`config.mk`:
```
export PLATFORM = sky130hd
export DESIGN_NAME = scaled_blit_address_generator_flat
export DESIGN_NICKNAME = d
export VERILOG_FILES = /design/src/sbag_pkg.sv /design/src/sbag_cmd_if.sv /design/src/sbag_res_if.sv /design/src/sbag_front.sv /design/src/sbag_queue.sv /design/src/sbag_back.sv /design/src/scaled_blit_address_generator.sv /design/src/flat_wrapper.sv
export SDC_FILE = /design/constraint.sdc
export NUM_CORES = 2
export LEC_CHECK = 0
export BUFFER_PORTS_ARGS = -buffer_cell sky130_fd_sc_hd__buf_4
export CORE_MARGIN = 1
export CORE_UTILIZATION = 39
export DETAILED_ROUTE_END_ITERATION = 16
export PLACE_DENSITY = 0.58
export SYNTH_ARGS = -nofsm -noshare
export SYNTH_HDL_FRONTEND = slang
export SYNTH_HIERARCHICAL = 1
export SYNTH_SLANG_ARGS = --single-unit
```
`constraint.sdc`:
```
create_clock -name clk -period 10.29 [get_ports clk]
set_input_delay 0.5145 -clock clk [delete_from_list [all_inputs] [get_ports clk]]
set_output_delay 0.5145 -clock clk [all_outputs]
set_load 0.005 [all_outputs]
```
`src/sbag_pkg.sv`:
```
// shared types and constants of the scaled blit address generator
// no dependencies
`default_nettype none
package sbag_pkg;

	localparam int DIM_W         = 13;
	localparam int COORD_W       = 14;
	localparam int OFS_W         = 24;
	localparam int STEP_W        = 32;
	localparam int MAX_DIM_DEF   = 4096;
	localparam int FRAC_BITS_DEF = 16;
	localparam int QUEUE_DEPTH   = 2;
	localparam int PADDR_W       = 5;

	localparam logic [2:0] REG_SOURCE_WIDTH  = 3'd0;
	localparam logic [2:0] REG_SOURCE_HEIGHT = 3'd1;
	localparam logic [2:0] REG_SOURCE_PITCH  = 3'd2;
	localparam logic [2:0] REG_DEST_WIDTH    = 3'd3;
	localparam logic [2:0] REG_DEST_HEIGHT   = 3'd4;
	localparam logic [2:0] REG_DEST_PITCH    = 3'd5;
	localparam logic [2:0] REG_SOURCE_DEPTH  = 3'd6;
	localparam logic [2:0] REG_DEST_DEPTH    = 3'd7;

	typedef enum logic [1:0] {
		ST_PIXEL = 2'd0,
		ST_END   = 2'd1,
		ST_IDLE  = 2'd2
	} status_t;

	typedef enum logic [1:0] {
		K_STEP  = 2'd0,
		K_EMPTY = 2'd1,
		K_SETUP = 2'd2
	} kind_t;

	typedef enum logic [2:0] {
		F_IDLE,
		F_CHECK,
		F_DIV,
		F_BASE_S,
		F_BASE_D,
		F_PUSH
	} fstate_t;

	typedef struct packed {
		logic [DIM_W-1:0] source_width;
		logic [DIM_W-1:0] source_height;
		logic [DIM_W-1:0] source_pitch;
		logic [DIM_W-1:0] dest_width;
		logic [DIM_W-1:0] dest_height;
		logic [DIM_W-1:0] dest_pitch;
		logic             source_depth;
		logic             dest_depth;
	} cfg_t;

	typedef struct packed {
		kind_t             kind;
		logic [STEP_W-1:0] x_step;
		logic [STEP_W-1:0] y_step;
		logic [OFS_W-1:0]  src_base;
		logic [OFS_W-1:0]  dst_base;
		logic [DIM_W-1:0]  run_w;
		logic [DIM_W-1:0]  run_h;
		logic              expand;
	} entry_t;

endpackage
`default_nettype wire

```
`src/sbag_cmd_if.sv`:
```
// input channel: start and step items
// depends on sbag_pkg
`default_nettype none
interface sbag_cmd_if;
	import sbag_pkg::*;
	logic                      valid;
	logic                      ready;
	logic                      action;
	logic signed [COORD_W-1:0] src_x;
	logic signed [COORD_W-1:0] src_y;
	logic signed [COORD_W-1:0] src_w;
	logic signed [COORD_W-1:0] src_h;
	logic signed [COORD_W-1:0] dst_x;
	logic signed [COORD_W-1:0] dst_y;
	logic signed [COORD_W-1:0] dst_w;
	logic signed [COORD_W-1:0] dst_h;
	modport source (output valid, action, src_x, src_y, src_w, src_h,
		dst_x, dst_y, dst_w, dst_h, input ready);
	modport sink (input valid, action, src_x, src_y, src_w, src_h,
		dst_x, dst_y, dst_w, dst_h, output ready);
endinterface
`default_nettype wire

```
`src/sbag_res_if.sv`:
```
// output channel: pixel address pairs and status items
// depends on sbag_pkg
`default_nettype none
interface sbag_res_if;
	import sbag_pkg::*;
	logic             valid;
	logic             ready;
	logic [1:0]       status;
	logic [OFS_W-1:0] src_offset;
	logic [OFS_W-1:0] dst_offset;
	logic             expand_palette;
	logic             last;
	modport source (output valid, status, src_offset, dst_offset, expand_palette, last,
		input ready);
	modport sink (input valid, status, src_offset, dst_offset, expand_palette, last,
		output ready);
endinterface
`default_nettype wire

```
`src/sbag_front.sv`:
```
// front end: accepts items, clips rectangles, divides for steps, forms row bases
// depends on sbag_pkg and sbag_cmd_if
`default_nettype none
module sbag_front #(
	parameter int MAX_DIM   = sbag_pkg::MAX_DIM_DEF,
	parameter int FRAC_BITS = sbag_pkg::FRAC_BITS_DEF
) (
	input  wire                 clk,
	input  wire                 arst_n,
	input  sbag_pkg::cfg_t      cfg,
	sbag_cmd_if.sink            cmd,
	output logic                push,
	output sbag_pkg::entry_t    entry,
	input  wire                 full
);
	import sbag_pkg::*;

	localparam int CNT_W = $clog2(STEP_W);

	typedef struct packed {
		logic signed [16:0] pos;
		logic signed [16:0] len;
	} clip_t;

	function automatic clip_t clip_axis(input logic signed [16:0] pos,
		input logic signed [16:0] len, input logic signed [16:0] size);
		clip_t r;
		r.pos = pos;
		r.len = len;
		if (pos < 0) begin
			r.len = len + pos;
			r.pos = '0;
		end
		if (r.pos + r.len > size)
			r.len = size - r.pos;
		return r;
	endfunction

	function automatic logic signed [16:0] dim_limit(input logic [DIM_W-1:0] r);
		if (32'(r) > MAX_DIM)
			return 17'(MAX_DIM);
		return 17'(r);
	endfunction

	fstate_t state_q, state_d;
	clip_t cx, cy, cdx, cdy;
	clip_t sx_q, sy_q, dx_q, dy_q;
	logic [STEP_W-1:0] quo_q, x_step_q, y_step_q;
	logic [DIM_W-1:0]  rem_q, divisor_q;
	logic [CNT_W-1:0]  cnt_q;
	logic              phase_q;
	logic [OFS_W-1:0]  src_base_q, dst_base_q;
	logic [DIM_W:0]    rem_sh;
	logic              qbit;
	logic [DIM_W-1:0]  rem_nx;
	logic [STEP_W-1:0] quo_nx;
	logic              empty_cmd;
	logic [2*DIM_W-1:0] base_s, base_d;

	always_comb begin
		cx  = clip_axis(17'(cmd.src_x), 17'(cmd.src_w), dim_limit(cfg.source_width));
		cy  = clip_axis(17'(cmd.src_y), 17'(cmd.src_h), dim_limit(cfg.source_height));
		cdx = clip_axis(17'(cmd.dst_x), 17'(cmd.dst_w), dim_limit(cfg.dest_width));
		cdy = clip_axis(17'(cmd.dst_y), 17'(cmd.dst_h), dim_limit(cfg.dest_height));
	end

	assign empty_cmd = (sx_q.len <= 0) || (sy_q.len <= 0) || (dx_q.len <= 0) ||
		(dy_q.len <= 0) || (cfg.source_depth && !cfg.dest_depth);

	assign rem_sh = {rem_q, quo_q[STEP_W-1]};
	assign qbit   = rem_sh >= {1'b0, divisor_q};
	assign rem_nx = qbit ? DIM_W'(rem_sh - {1'b0, divisor_q}) : rem_sh[DIM_W-1:0];
	assign quo_nx = {quo_q[STEP_W-2:0], qbit};

	assign base_s = (2*DIM_W)'(sy_q.pos[DIM_W-1:0]) * (2*DIM_W)'(cfg.source_pitch) +
		(2*DIM_W)'(sx_q.pos[DIM_W-1:0]);
	assign base_d = (2*DIM_W)'(dy_q.pos[DIM_W-1:0]) * (2*DIM_W)'(cfg.dest_pitch) +
		(2*DIM_W)'(dx_q.pos[DIM_W-1:0]);

	always_comb begin
		state_d   = state_q;
		push      = 1'b0;
		cmd.ready = (state_q == F_IDLE) && !full;
		entry.kind     = K_STEP;
		entry.x_step   = x_step_q;
		entry.y_step   = y_step_q;
		entry.src_base = src_base_q;
		entry.dst_base = dst_base_q;
		entry.run_w    = dx_q.len[DIM_W-1:0];
		entry.run_h    = dy_q.len[DIM_W-1:0];
		entry.expand   = !cfg.source_depth && cfg.dest_depth;
		case (state_q)
			F_IDLE: begin
				if (cmd.valid && cmd.ready) begin
					if (cmd.action)
						push = 1'b1;
					else
						state_d = F_CHECK;
				end
			end
			F_CHECK: begin
				if (empty_cmd) begin
					if (!full) begin
						push       = 1'b1;
						entry.kind = K_EMPTY;
						state_d    = F_IDLE;
					end
				end else begin
					state_d = F_DIV;
				end
			end
			F_DIV: begin
				if (cnt_q == CNT_W'(STEP_W - 1) && phase_q)
					state_d = F_BASE_S;
			end
			F_BASE_S: state_d = F_BASE_D;
			F_BASE_D: state_d = F_PUSH;
			F_PUSH: begin
				if (!full) begin
					push       = 1'b1;
					entry.kind = K_SETUP;
					state_d    = F_IDLE;
				end
			end
			default: state_d = F_IDLE;
		endcase
	end

	always_ff @(posedge clk or negedge arst_n) begin
		if (!arst_n)
			state_q <= F_IDLE;
		else
			state_q <= state_d;
	end

	always_ff @(posedge clk) begin
		if (state_q == F_IDLE && cmd.valid && cmd.ready && !cmd.action) begin
			sx_q <= cx;
			sy_q <= cy;
			dx_q <= cdx;
			dy_q <= cdy;
		end
		if (state_q == F_CHECK) begin
			quo_q     <= STEP_W'(sx_q.len[DIM_W-1:0]) << FRAC_BITS;
			divisor_q <= dx_q.len[DIM_W-1:0];
			rem_q     <= '0;
			cnt_q     <= '0;
			phase_q   <= 1'b0;
		end
		if (state_q == F_DIV) begin
			cnt_q <= cnt_q + 1'b1;
			if (cnt_q == CNT_W'(STEP_W - 1)) begin
				if (!phase_q) begin
					x_step_q  <= quo_nx;
					quo_q     <= STEP_W'(sy_q.len[DIM_W-1:0]) << FRAC_BITS;
					divisor_q <= dy_q.len[DIM_W-1:0];
					rem_q     <= '0;
					phase_q   <= 1'b1;
				end else begin
					y_step_q <= quo_nx;
				end
			end else begin
				quo_q <= quo_nx;
				rem_q <= rem_nx;
			end
		end
		if (state_q == F_BASE_S)
			src_base_q <= base_s[OFS_W-1:0];
		if (state_q == F_BASE_D)
			dst_base_q <= base_d[OFS_W-1:0];
	end

endmodule
`default_nettype wire

```
`src/sbag_queue.sv`:
```
// short queue of classified commands between front and back
// depends on sbag_pkg
`default_nettype none
module sbag_queue (
	input  wire              clk,
	input  wire              arst_n,
	input  wire              push,
	input  sbag_pkg::entry_t wr_entry,
	input  wire              pop,
	output sbag_pkg::entry_t rd_entry,
	output logic             full,
	output logic             empty
);
	import sbag_pkg::*;

	localparam int PTR_W = $clog2(QUEUE_DEPTH);
	localparam int CNT_W = $clog2(QUEUE_DEPTH + 1);

	entry_t mem [QUEUE_DEPTH];
	logic [PTR_W-1:0] wr_ptr_q, rd_ptr_q;
	logic [CNT_W-1:0] count_q;

	assign full     = count_q == CNT_W'(QUEUE_DEPTH);
	assign empty    = count_q == '0;
	assign rd_entry = mem[rd_ptr_q];

	always_ff @(posedge clk) begin
		if (push && !full)
			mem[wr_ptr_q] <= wr_entry;
	end

	always_ff @(posedge clk or negedge arst_n) begin
		if (!arst_n) begin
			wr_ptr_q <= '0;
			rd_ptr_q <= '0;
			count_q  <= '0;
		end else begin
			if (push && !full)
				wr_ptr_q <= (wr_ptr_q == PTR_W'(QUEUE_DEPTH - 1)) ? '0 : wr_ptr_q + 1'b1;
			if (pop && !empty)
				rd_ptr_q <= (rd_ptr_q == PTR_W'(QUEUE_DEPTH - 1)) ? '0 : rd_ptr_q + 1'b1;
			count_q <= count_q + CNT_W'(push && !full) - CNT_W'(pop && !empty);
		end
	end

	a_no_overflow: assert property (@(posedge clk) disable iff (!arst_n) !(push && full))
		else $error("push into full queue");
	a_no_underflow: assert property (@(posedge clk) disable iff (!arst_n) !(pop && empty))
		else $error("pop from empty queue");
	a_count_track: assert property (@(posedge clk) disable iff (!arst_n)
		(push && !full && !pop) |=> (count_q == $past(count_q) + 1'b1))
		else $error("queue count lost a push");

endmodule
`default_nettype wire

```
`src/sbag_back.sv`:
```
// back end: nearest neighbor walk over the destination rectangle, output register
// depends on sbag_pkg and sbag_res_if
`default_nettype none
module sbag_back #(
	parameter int FRAC_BITS = sbag_pkg::FRAC_BITS_DEF
) (
	input  wire              clk,
	input  wire              arst_n,
	input  sbag_pkg::cfg_t   cfg,
	input  sbag_pkg::entry_t entry,
	input  wire              empty,
	output logic             pop,
	sbag_res_if.source       res
);
	import sbag_pkg::*;

	localparam int MUL_W = DIM_W + STEP_W;

	logic              busy_q, res_valid_q;
	logic [DIM_W-1:0]  col_q, row_q, run_w_q, run_h_q;
	logic [STEP_W-1:0] x_frac_q, x_step_q, y_step_q;
	logic [FRAC_BITS-1:0] y_frac_q;
	logic [OFS_W-1:0]  src_base_q, dst_base_q;
	logic              expand_q;
	status_t           status_q;
	logic [OFS_W-1:0]  so_q, do_q;
	logic              ex_q, last_q;

	logic [OFS_W-1:0]  so, d;
	logic [DIM_W-1:0]  col_inc, row_inc;
	logic              row_end, cmd_end;
	logic [STEP_W-1:0] adv;
	logic [MUL_W-1:0]  adv_mul;

	assign pop     = !empty && (!res_valid_q || res.ready);
	assign so      = src_base_q + OFS_W'(x_frac_q >> FRAC_BITS);
	assign d       = dst_base_q + OFS_W'(col_q);
	assign col_inc = col_q + 1'b1;
	assign row_inc = row_q + 1'b1;
	assign row_end = col_inc >= run_w_q;
	assign cmd_end = row_end && (row_inc >= run_h_q);
	assign adv     = STEP_W'(y_frac_q) + y_step_q;
	assign adv_mul = MUL_W'(cfg.source_pitch) * MUL_W'(adv >> FRAC_BITS);

	always_ff @(posedge clk or negedge arst_n) begin
		if (!arst_n) begin
			busy_q      <= 1'b0;
			res_valid_q <= 1'b0;
		end else begin
			if (pop && (entry.kind == K_STEP || entry.kind == K_EMPTY))
				res_valid_q <= 1'b1;
			else if (res.ready)
				res_valid_q <= 1'b0;
			if (pop) begin
				case (entry.kind)
					K_STEP: begin
						if (busy_q && cmd_end)
							busy_q <= 1'b0;
					end
					K_EMPTY: busy_q <= 1'b0;
					K_SETUP: busy_q <= 1'b1;
					default: busy_q <= busy_q;
				endcase
			end
		end
	end

	always_ff @(posedge clk) begin
		if (pop) begin
			case (entry.kind)
				K_STEP: begin
					if (!busy_q) begin
						status_q <= ST_IDLE;
						so_q     <= '0;
						do_q     <= '0;
						ex_q     <= 1'b0;
						last_q   <= 1'b0;
					end else begin
						status_q <= ST_PIXEL;
						so_q     <= so;
						do_q     <= d;
						ex_q     <= expand_q;
						last_q   <= cmd_end;
						if (row_end) begin
							col_q      <= '0;
							x_frac_q   <= '0;
							row_q      <= row_inc;
							dst_base_q <= dst_base_q + OFS_W'(cfg.dest_pitch);
							src_base_q <= src_base_q + adv_mul[OFS_W-1:0];
							y_frac_q   <= adv[FRAC_BITS-1:0];
						end else begin
							col_q    <= col_inc;
							x_frac_q <= x_frac_q + x_step_q;
						end
					end
				end
				K_EMPTY: begin
					status_q <= ST_END;
					so_q     <= '0;
					do_q     <= '0;
					ex_q     <= 1'b0;
					last_q   <= 1'b1;
				end
				K_SETUP: begin
					x_step_q   <= entry.x_step;
					y_step_q   <= entry.y_step;
					src_base_q <= entry.src_base;
					dst_base_q <= entry.dst_base;
					run_w_q    <= entry.run_w;
					run_h_q    <= entry.run_h;
					expand_q   <= entry.expand;
					col_q      <= '0;
					row_q      <= '0;
					x_frac_q   <= '0;
					y_frac_q   <= '0;
				end
				default: expand_q <= expand_q;
			endcase
		end
	end

	assign res.valid          = res_valid_q;
	assign res.status         = status_q;
	assign res.src_offset     = so_q;
	assign res.dst_offset     = do_q;
	assign res.expand_palette = ex_q;
	assign res.last           = last_q;

endmodule
`default_nettype wire

```
`src/scaled_blit_address_generator.sv`:
```
// top level: configuration registers, front end, command queue, back end
// depends on sbag_pkg, sbag_cmd_if, sbag_res_if, sbag_front, sbag_queue, sbag_back
//
// channel  dir  handshake      carries
// cmd      in   valid/ready    action and source/destination rectangles
// res      out  valid/ready    status, src/dst offsets, expand_palette, last
// apb      in   psel/penable   surface sizes, pitches and depths
//
// step items: one per cycle while the queue is not full and res is not stalled, each taken by the walk in the back end
// start items: the front end clips, then runs the shared divider
//   at one quotient bit per cycle for the x then the y step
// the queue lets step items of a running command drain while a new start divides
// arst_n clears all control state; no clearing pass
// res stalls fill the queue, then cmd.ready drops
`default_nettype none
module scaled_blit_address_generator #(
	parameter int MAX_DIM   = sbag_pkg::MAX_DIM_DEF,
	parameter int FRAC_BITS = sbag_pkg::FRAC_BITS_DEF
) (
	input  wire                         clk,
	input  wire                         arst_n,
	input  wire                         psel,
	input  wire                         penable,
	input  wire                         pwrite,
	input  wire [sbag_pkg::PADDR_W-1:0] paddr,
	input  wire [31:0]                  pwdata,
	output logic [31:0]                 prdata,
	output logic                        pready,
	sbag_cmd_if.sink                    cmd,
	sbag_res_if.source                  res
);
	import sbag_pkg::*;

	cfg_t   cfg_q;
	entry_t wr_entry, rd_entry;
	logic   push, pop, full, empty;
	logic [2:0] reg_idx;

	assign pready  = 1'b1;
	assign reg_idx = paddr[4:2];

	always_ff @(posedge clk or negedge arst_n) begin
		if (!arst_n) begin
			cfg_q.source_width  <= DIM_W'(320);
			cfg_q.source_height <= DIM_W'(200);
			cfg_q.source_pitch  <= DIM_W'(320);
			cfg_q.dest_width    <= DIM_W'(640);
			cfg_q.dest_height   <= DIM_W'(400);
			cfg_q.dest_pitch    <= DIM_W'(640);
			cfg_q.source_depth  <= 1'b0;
			cfg_q.dest_depth    <= 1'b0;
		end else if (psel && penable && pwrite && pready) begin
			case (reg_idx)
				REG_SOURCE_WIDTH:  cfg_q.source_width  <= pwdata[DIM_W-1:0];
				REG_SOURCE_HEIGHT: cfg_q.source_height <= pwdata[DIM_W-1:0];
				REG_SOURCE_PITCH:  cfg_q.source_pitch  <= pwdata[DIM_W-1:0];
				REG_DEST_WIDTH:    cfg_q.dest_width    <= pwdata[DIM_W-1:0];
				REG_DEST_HEIGHT:   cfg_q.dest_height   <= pwdata[DIM_W-1:0];
				REG_DEST_PITCH:    cfg_q.dest_pitch    <= pwdata[DIM_W-1:0];
				REG_SOURCE_DEPTH:  cfg_q.source_depth  <= pwdata[0];
				REG_DEST_DEPTH:    cfg_q.dest_depth    <= pwdata[0];
				default:           cfg_q.dest_depth    <= cfg_q.dest_depth;
			endcase
		end
	end

	always_comb begin
		case (reg_idx)
			REG_SOURCE_WIDTH:  prdata = 32'(cfg_q.source_width);
			REG_SOURCE_HEIGHT: prdata = 32'(cfg_q.source_height);
			REG_SOURCE_PITCH:  prdata = 32'(cfg_q.source_pitch);
			REG_DEST_WIDTH:    prdata = 32'(cfg_q.dest_width);
			REG_DEST_HEIGHT:   prdata = 32'(cfg_q.dest_height);
			REG_DEST_PITCH:    prdata = 32'(cfg_q.dest_pitch);
			REG_SOURCE_DEPTH:  prdata = 32'(cfg_q.source_depth);
			REG_DEST_DEPTH:    prdata = 32'(cfg_q.dest_depth);
			default:           prdata = '0;
		endcase
	end

	sbag_front #(
		.MAX_DIM   (MAX_DIM),
		.FRAC_BITS (FRAC_BITS)
	) u_front (
		.clk    (clk),
		.arst_n (arst_n),
		.cfg    (cfg_q),
		.cmd    (cmd),
		.push   (push),
		.entry  (wr_entry),
		.full   (full)
	);

	sbag_queue u_queue (
		.clk      (clk),
		.arst_n   (arst_n),
		.push     (push),
		.wr_entry (wr_entry),
		.pop      (pop),
		.rd_entry (rd_entry),
		.full     (full),
		.empty    (empty)
	);

	sbag_back #(
		.FRAC_BITS (FRAC_BITS)
	) u_back (
		.clk    (clk),
		.arst_n (arst_n),
		.cfg    (cfg_q),
		.entry  (rd_entry),
		.empty  (empty),
		.pop    (pop),
		.res    (res)
	);

endmodule
`default_nettype wire
```
`src/flat_wrapper.sv`:
```
// flat-port wrapper written by rule: the top's interface ports become plain ports
module scaled_blit_address_generator_flat import sbag_pkg::*;
#(
	parameter int MAX_DIM   = sbag_pkg::MAX_DIM_DEF,
	parameter int FRAC_BITS = sbag_pkg::FRAC_BITS_DEF
)
  (clk, arst_n, psel, penable, pwrite, paddr, pwdata, prdata, pready, cmd_valid, cmd_action, cmd_src_x, cmd_src_y, cmd_src_w, cmd_src_h, cmd_dst_x, cmd_dst_y, cmd_dst_w, cmd_dst_h, cmd_ready, res_valid, res_status, res_src_offset, res_dst_offset, res_expand_palette, res_last, res_ready);
  sbag_cmd_if cmd_i ();
  sbag_res_if res_i ();
  input  wire clk;
  input  wire arst_n;
  input  wire psel;
  input  wire penable;
  input  wire pwrite;
  input  wire [sbag_pkg::PADDR_W-1:0] paddr;
  input  wire [31:0] pwdata;
  output logic [31:0] prdata;
  output logic pready;
  input wire logic [$bits(cmd_i.valid)-1:0] cmd_valid;
  input wire logic [$bits(cmd_i.action)-1:0] cmd_action;
  input wire logic [$bits(cmd_i.src_x)-1:0] cmd_src_x;
  input wire logic [$bits(cmd_i.src_y)-1:0] cmd_src_y;
  input wire logic [$bits(cmd_i.src_w)-1:0] cmd_src_w;
  input wire logic [$bits(cmd_i.src_h)-1:0] cmd_src_h;
  input wire logic [$bits(cmd_i.dst_x)-1:0] cmd_dst_x;
  input wire logic [$bits(cmd_i.dst_y)-1:0] cmd_dst_y;
  input wire logic [$bits(cmd_i.dst_w)-1:0] cmd_dst_w;
  input wire logic [$bits(cmd_i.dst_h)-1:0] cmd_dst_h;
  output wire logic [$bits(cmd_i.ready)-1:0] cmd_ready;
  output wire logic [$bits(res_i.valid)-1:0] res_valid;
  output wire logic [$bits(res_i.status)-1:0] res_status;
  output wire logic [$bits(res_i.src_offset)-1:0] res_src_offset;
  output wire logic [$bits(res_i.dst_offset)-1:0] res_dst_offset;
  output wire logic [$bits(res_i.expand_palette)-1:0] res_expand_palette;
  output wire logic [$bits(res_i.last)-1:0] res_last;
  input wire logic [$bits(res_i.ready)-1:0] res_ready;
  assign cmd_i.valid = cmd_valid;
  assign cmd_i.action = cmd_action;
  assign cmd_i.src_x = cmd_src_x;
  assign cmd_i.src_y = cmd_src_y;
  assign cmd_i.src_w = cmd_src_w;
  assign cmd_i.src_h = cmd_src_h;
  assign cmd_i.dst_x = cmd_dst_x;
  assign cmd_i.dst_y = cmd_dst_y;
  assign cmd_i.dst_w = cmd_dst_w;
  assign cmd_i.dst_h = cmd_dst_h;
  assign cmd_ready = cmd_i.ready;
  assign res_valid = res_i.valid;
  assign res_status = res_i.status;
  assign res_src_offset = res_i.src_offset;
  assign res_dst_offset = res_i.dst_offset;
  assign res_expand_palette = res_i.expand_palette;
  assign res_last = res_i.last;
  assign res_i.ready = res_ready;
  scaled_blit_address_generator #(.MAX_DIM(MAX_DIM), .FRAC_BITS(FRAC_BITS)) u_core (.clk(clk), .arst_n(arst_n), .psel(psel), .penable(penable), .pwrite(pwrite), .paddr(paddr), .pwdata(pwdata), .prdata(prdata), .pready(pready), .cmd(cmd_i), .res(res_i));
endmodule
```
==> run_results.csv <==
group,metric,value,unit
floorplan,start_util,0.393,
clocking,clk_pin_slew,0.06,ns
floorplan,num_io_pins,244,
min_path,min_from,"pwdata[0]",
sta,finClkSkew,0.0612,ns
sta,setup_tns,0,ns
detailed_routing,wl,184000,um
setup_path,cp_num_buf_inv,4,
synthesis,synth_warnings,6,
detailed_routing,dr_total_vias,46500,
clocking,cts-root-buf,"clkbuf_16",
global_route,antenna_found_initial,10,
synthesis,yosys.area_share.simple,0.116,
setup_path,cp-end-kind,"flip-flop",
clocking,post_cts_resized,0,
min_path,hold_end,"u_core/cfg_q[41]$_DFFE_PN0P_",
global_route,grt_overflow,0,
cells_and_area,regArea,27000,sq um
sta,grt_setup_unrepaired,"no",
synthesis,synth-async-reset-ratio,0.0955,
min_path,min-delay-path-class,"input port to flip-flop",
sta,min_period,9.57,ns
sta,tightest_slew,1.17,ns
detailed_routing,via_per_inst,5.19,
clocking,htree_levels,3,
placed_design,hpwl,141000,um
setup_path,cp_data_arrival_time,10.01,ns
cells_and_area,multi_input_area,38100,sq um
global_route,grt_pass1_vias,46500,
setup_path,cp_slowest_stage_delay,0.54,ns
sta,fin_crit_sh,0.930,
setup_path,cp-start-kind,"flip-flop",
synthesis,post-synth-top-count-cell,"inv_1",
cells_and_area,nets,7712,
cells_and_area,drive_gt1_frac,0.122,
global_route,grt_pass1_wl,279000,um
job,cap_violations,0,
clocking,ctsHoldBuffers,1,
sta,worst_slew_margin_rel,0.219,
setup_path,crit_type,"flip-flop to flip-flop",
floorplan,die_area,180000,sq um
detailed_routing,wl_per_cell,20.5,um
synthesis,synth_top_area_frac,0.339,
synthesis,ys_ff_latch,932,
clocking,cts_sinks,932,
synthesis,synth-compound-area-share,0.0991,
synthesis,synth_area,69400,sq um
synthesis,synth_edf_count,784,
setup_path,crit_family,"adder cells",
synthesis,yosysTopAreaCell,"edfxtp_1",
synthesis,synth_top_family_by_area,"adder cells",
synthesis,synthTopCellsByCount,"inv_1 (835), edfxtp_1 (784), nand2_1 (596), ha_1 (574), fa_1 (441)",
placed_design,gp_congestion,0.885,
synthesis,yosysSeqAreaShare,0.389,
synthesis,synth_cell_types,115,
detailed_routing,drc,14,
sta,drv_slew,0,
global_route,globalRouteTotalUtil,0.203,
cells_and_area,fillers,16600,
floorplan,rows,154,
clocking,clock_path_buffers,3,
outcome,violations,"design-rule violations",
setup_path,r2r-end,"u_core/u_back/src_base_q[23]$_DFFE_PP_",
clocking,cts_tree,"done",
synthesis,synthAdderAreaFrac,0.231,
setup_path,reg2regPathDepth,33,
floorplan,die_x,424,um
global_route,grt_max_degree,142,
synthesis,avgSynthCellArea,10.8,sq um
synthesis,synthFlopType,"edfxtp_1",
setup_path,r2r_slack,0.72,ns
setup_path,crit_slowest_cell,"fa_1",
placed_design,port_buffers,202,
synthesis,synth_cells,6410,
setup_path,path_max_fanout,9,
clocking,cts_made_buffers,101,
floorplan,fp.dieH,424,um
sta,hold_violations,0,
detailed_routing,antenna_left,0,
outcome,status,"finished, violations left",
setup_path,path_depth,33,
setup_path,required,10.73,ns
synthesis,netlist_top_cells_area,"edfxtp_1 (34%), fa_1 (13%), ha_1 (10%), inv_1 (4.5%), nand2_1 (3.2%)",
sta,max_freq,105,MHz
sta,finalSetupViolCount,0,
setup_path,rr_startpoint,"u_core/u_back/y_step_q[0]$_DFFE_PP_",
detailed_routing,drtIter0Drc,2669,
cells_and_area,synthToLayoutAreaGrowth,10.6,%
clocking,clk-insertion-delay-late,0.74,ns
synthesis,synthMuxAreaShare,0.0591,
detailed_routing,first_pass_iters,11,
setup_path,path_common_cell,"fa_1",
clocking,post_cts_buffers,0,
min_path,min_delay_path_depth,3,
floorplan,coreArea,176000,sq um
synthesis,synthXorXnorAreaFrac,0.0415,
[registers in the layout, summed over array words and instances (netlist names), 26 cells and up]
signal	cells
u_core/cfg_q	80
u_core/u_back/x_frac_q	32
u_core/u_back/x_step_q	32
u_core/u_back/y_step_q	32
u_core/u_front/entry	26
u_core/u_front/quo_q	32
u_core/u_front/sx_q	30
u_core/u_front/sy_q	30
u_core/u_front/x_step_q	32
u_core/u_front/y_step_q	32
u_core/u_queue/mem	282
[kinds of logic (layout without fill, tap and decap cells)]
kind of cell | count (synthesis) | after routing
flip-flops | 932 | 932
AND/OR/NAND/NOR | 1652 | 1652
adder cells (fa/ha/maj) | 1015 | 1015
buffers and inverters | 1086 | 1286
XOR/XNOR | 324 | 324
AO/OA/AOI/OAI | 1065 | 1065
multiplexers | 334 | 334
other | 2 | 24
[area by class of cell]
type / count / area share
Antenna cell: 4 / 0.000130
Clock buffer: 129 / 0.0367
Clock inverter: 62 / 0.0107
Inverter: 837 / 0.0409
Multi-Input combinational cell: 4410 / 0.496
Sequential cell: 932 / 0.351
Tap cell: 2340 / 0.0381
Timing Repair Buffer: 258 / 0.0256
[metal layers]
metal | vias up | track usage | wire (um)
li1 | 22200 | - | -
met1 | 23100 | 0.271 | 82400
met2 | 988 | 0.345 | 88700
met3 | 224 | 0.0204 | 7280
met4 | 0 | 0.0638 | 5360
met5 | - | 0 | 0
[cell usage in the layout, fill, tap and decap left out, types with 105 or more instances in the layout]
master / n
fa_1: 441
buf_4: 255
nor2_1: 291
a21oi_1: 321
and2_1: 271
ha_1: 574
xor2_1: 105
xnor2_1: 216
mux2_2: 197
edfxtp_1: 784
inv_1: 835
nand2_1: 595
o21ai_0: 201
[worst min-delay path: cells and delay by family]
| kind | cells | cell delay (ns) |
|---|---|---|
| AOI/OAI and AO/OA | 1 | 0.06 |
| buffers and inverters | 1 | 0.15 |
| and+or+nand+nor | 1 | 0.05 |
[per-stage QoR]
stage / setup slack, ns / hold WS [ns] / cell area, sq um / util / std cells
after floorplan: 1.69 / 0.219 / 69400 / - / 6428
after detailed placement: 0.682 / 0.430 / 73100 / 0.415 / 8776
final: 0.724 / 0.109 / 76700 / 0.435 / 8972
after global routing: 0.226 / 0.115 / 76700 / 0.435 / 8970
after global placement: 0.819 / 0.423 / 73100 / 0.415 / 8776
after CTS: 0.678 / 0.0561 / 76700 / 0.435 / 8968
[worst max path at each step]
stage	startpoint	endpoint	slack, ns
2_1_floorplan	u_core/u_back/y_step_q[0]$_DFFE_PP_	u_core/u_back/src_base_q[23]$_DFFE_PP_	1.69
3_3_place_gp	u_core/u_back/y_step_q[0]$_DFFE_PP_	u_core/u_back/src_base_q[23]$_DFFE_PP_	0.82
3_5_place_dp	u_core/u_back/y_step_q[0]$_DFFE_PP_	u_core/u_back/src_base_q[23]$_DFFE_PP_	0.68
4_1_cts	u_core/u_back/y_step_q[0]$_DFFE_PP_	u_core/u_back/src_base_q[23]$_DFFE_PP_	0.68
5_1_grt	u_core/u_back/y_step_q[0]$_DFFE_PP_	u_core/u_back/src_base_q[23]$_DFFE_PP_	0.23
6_report	u_core/u_back/y_step_q[0]$_DFFE_PP_	u_core/u_back/src_base_q[23]$_DFFE_PP_	0.72
Power is not shown: default switching activity piles up to over one toggle a cycle in this logic, so the estimate is an artifact.
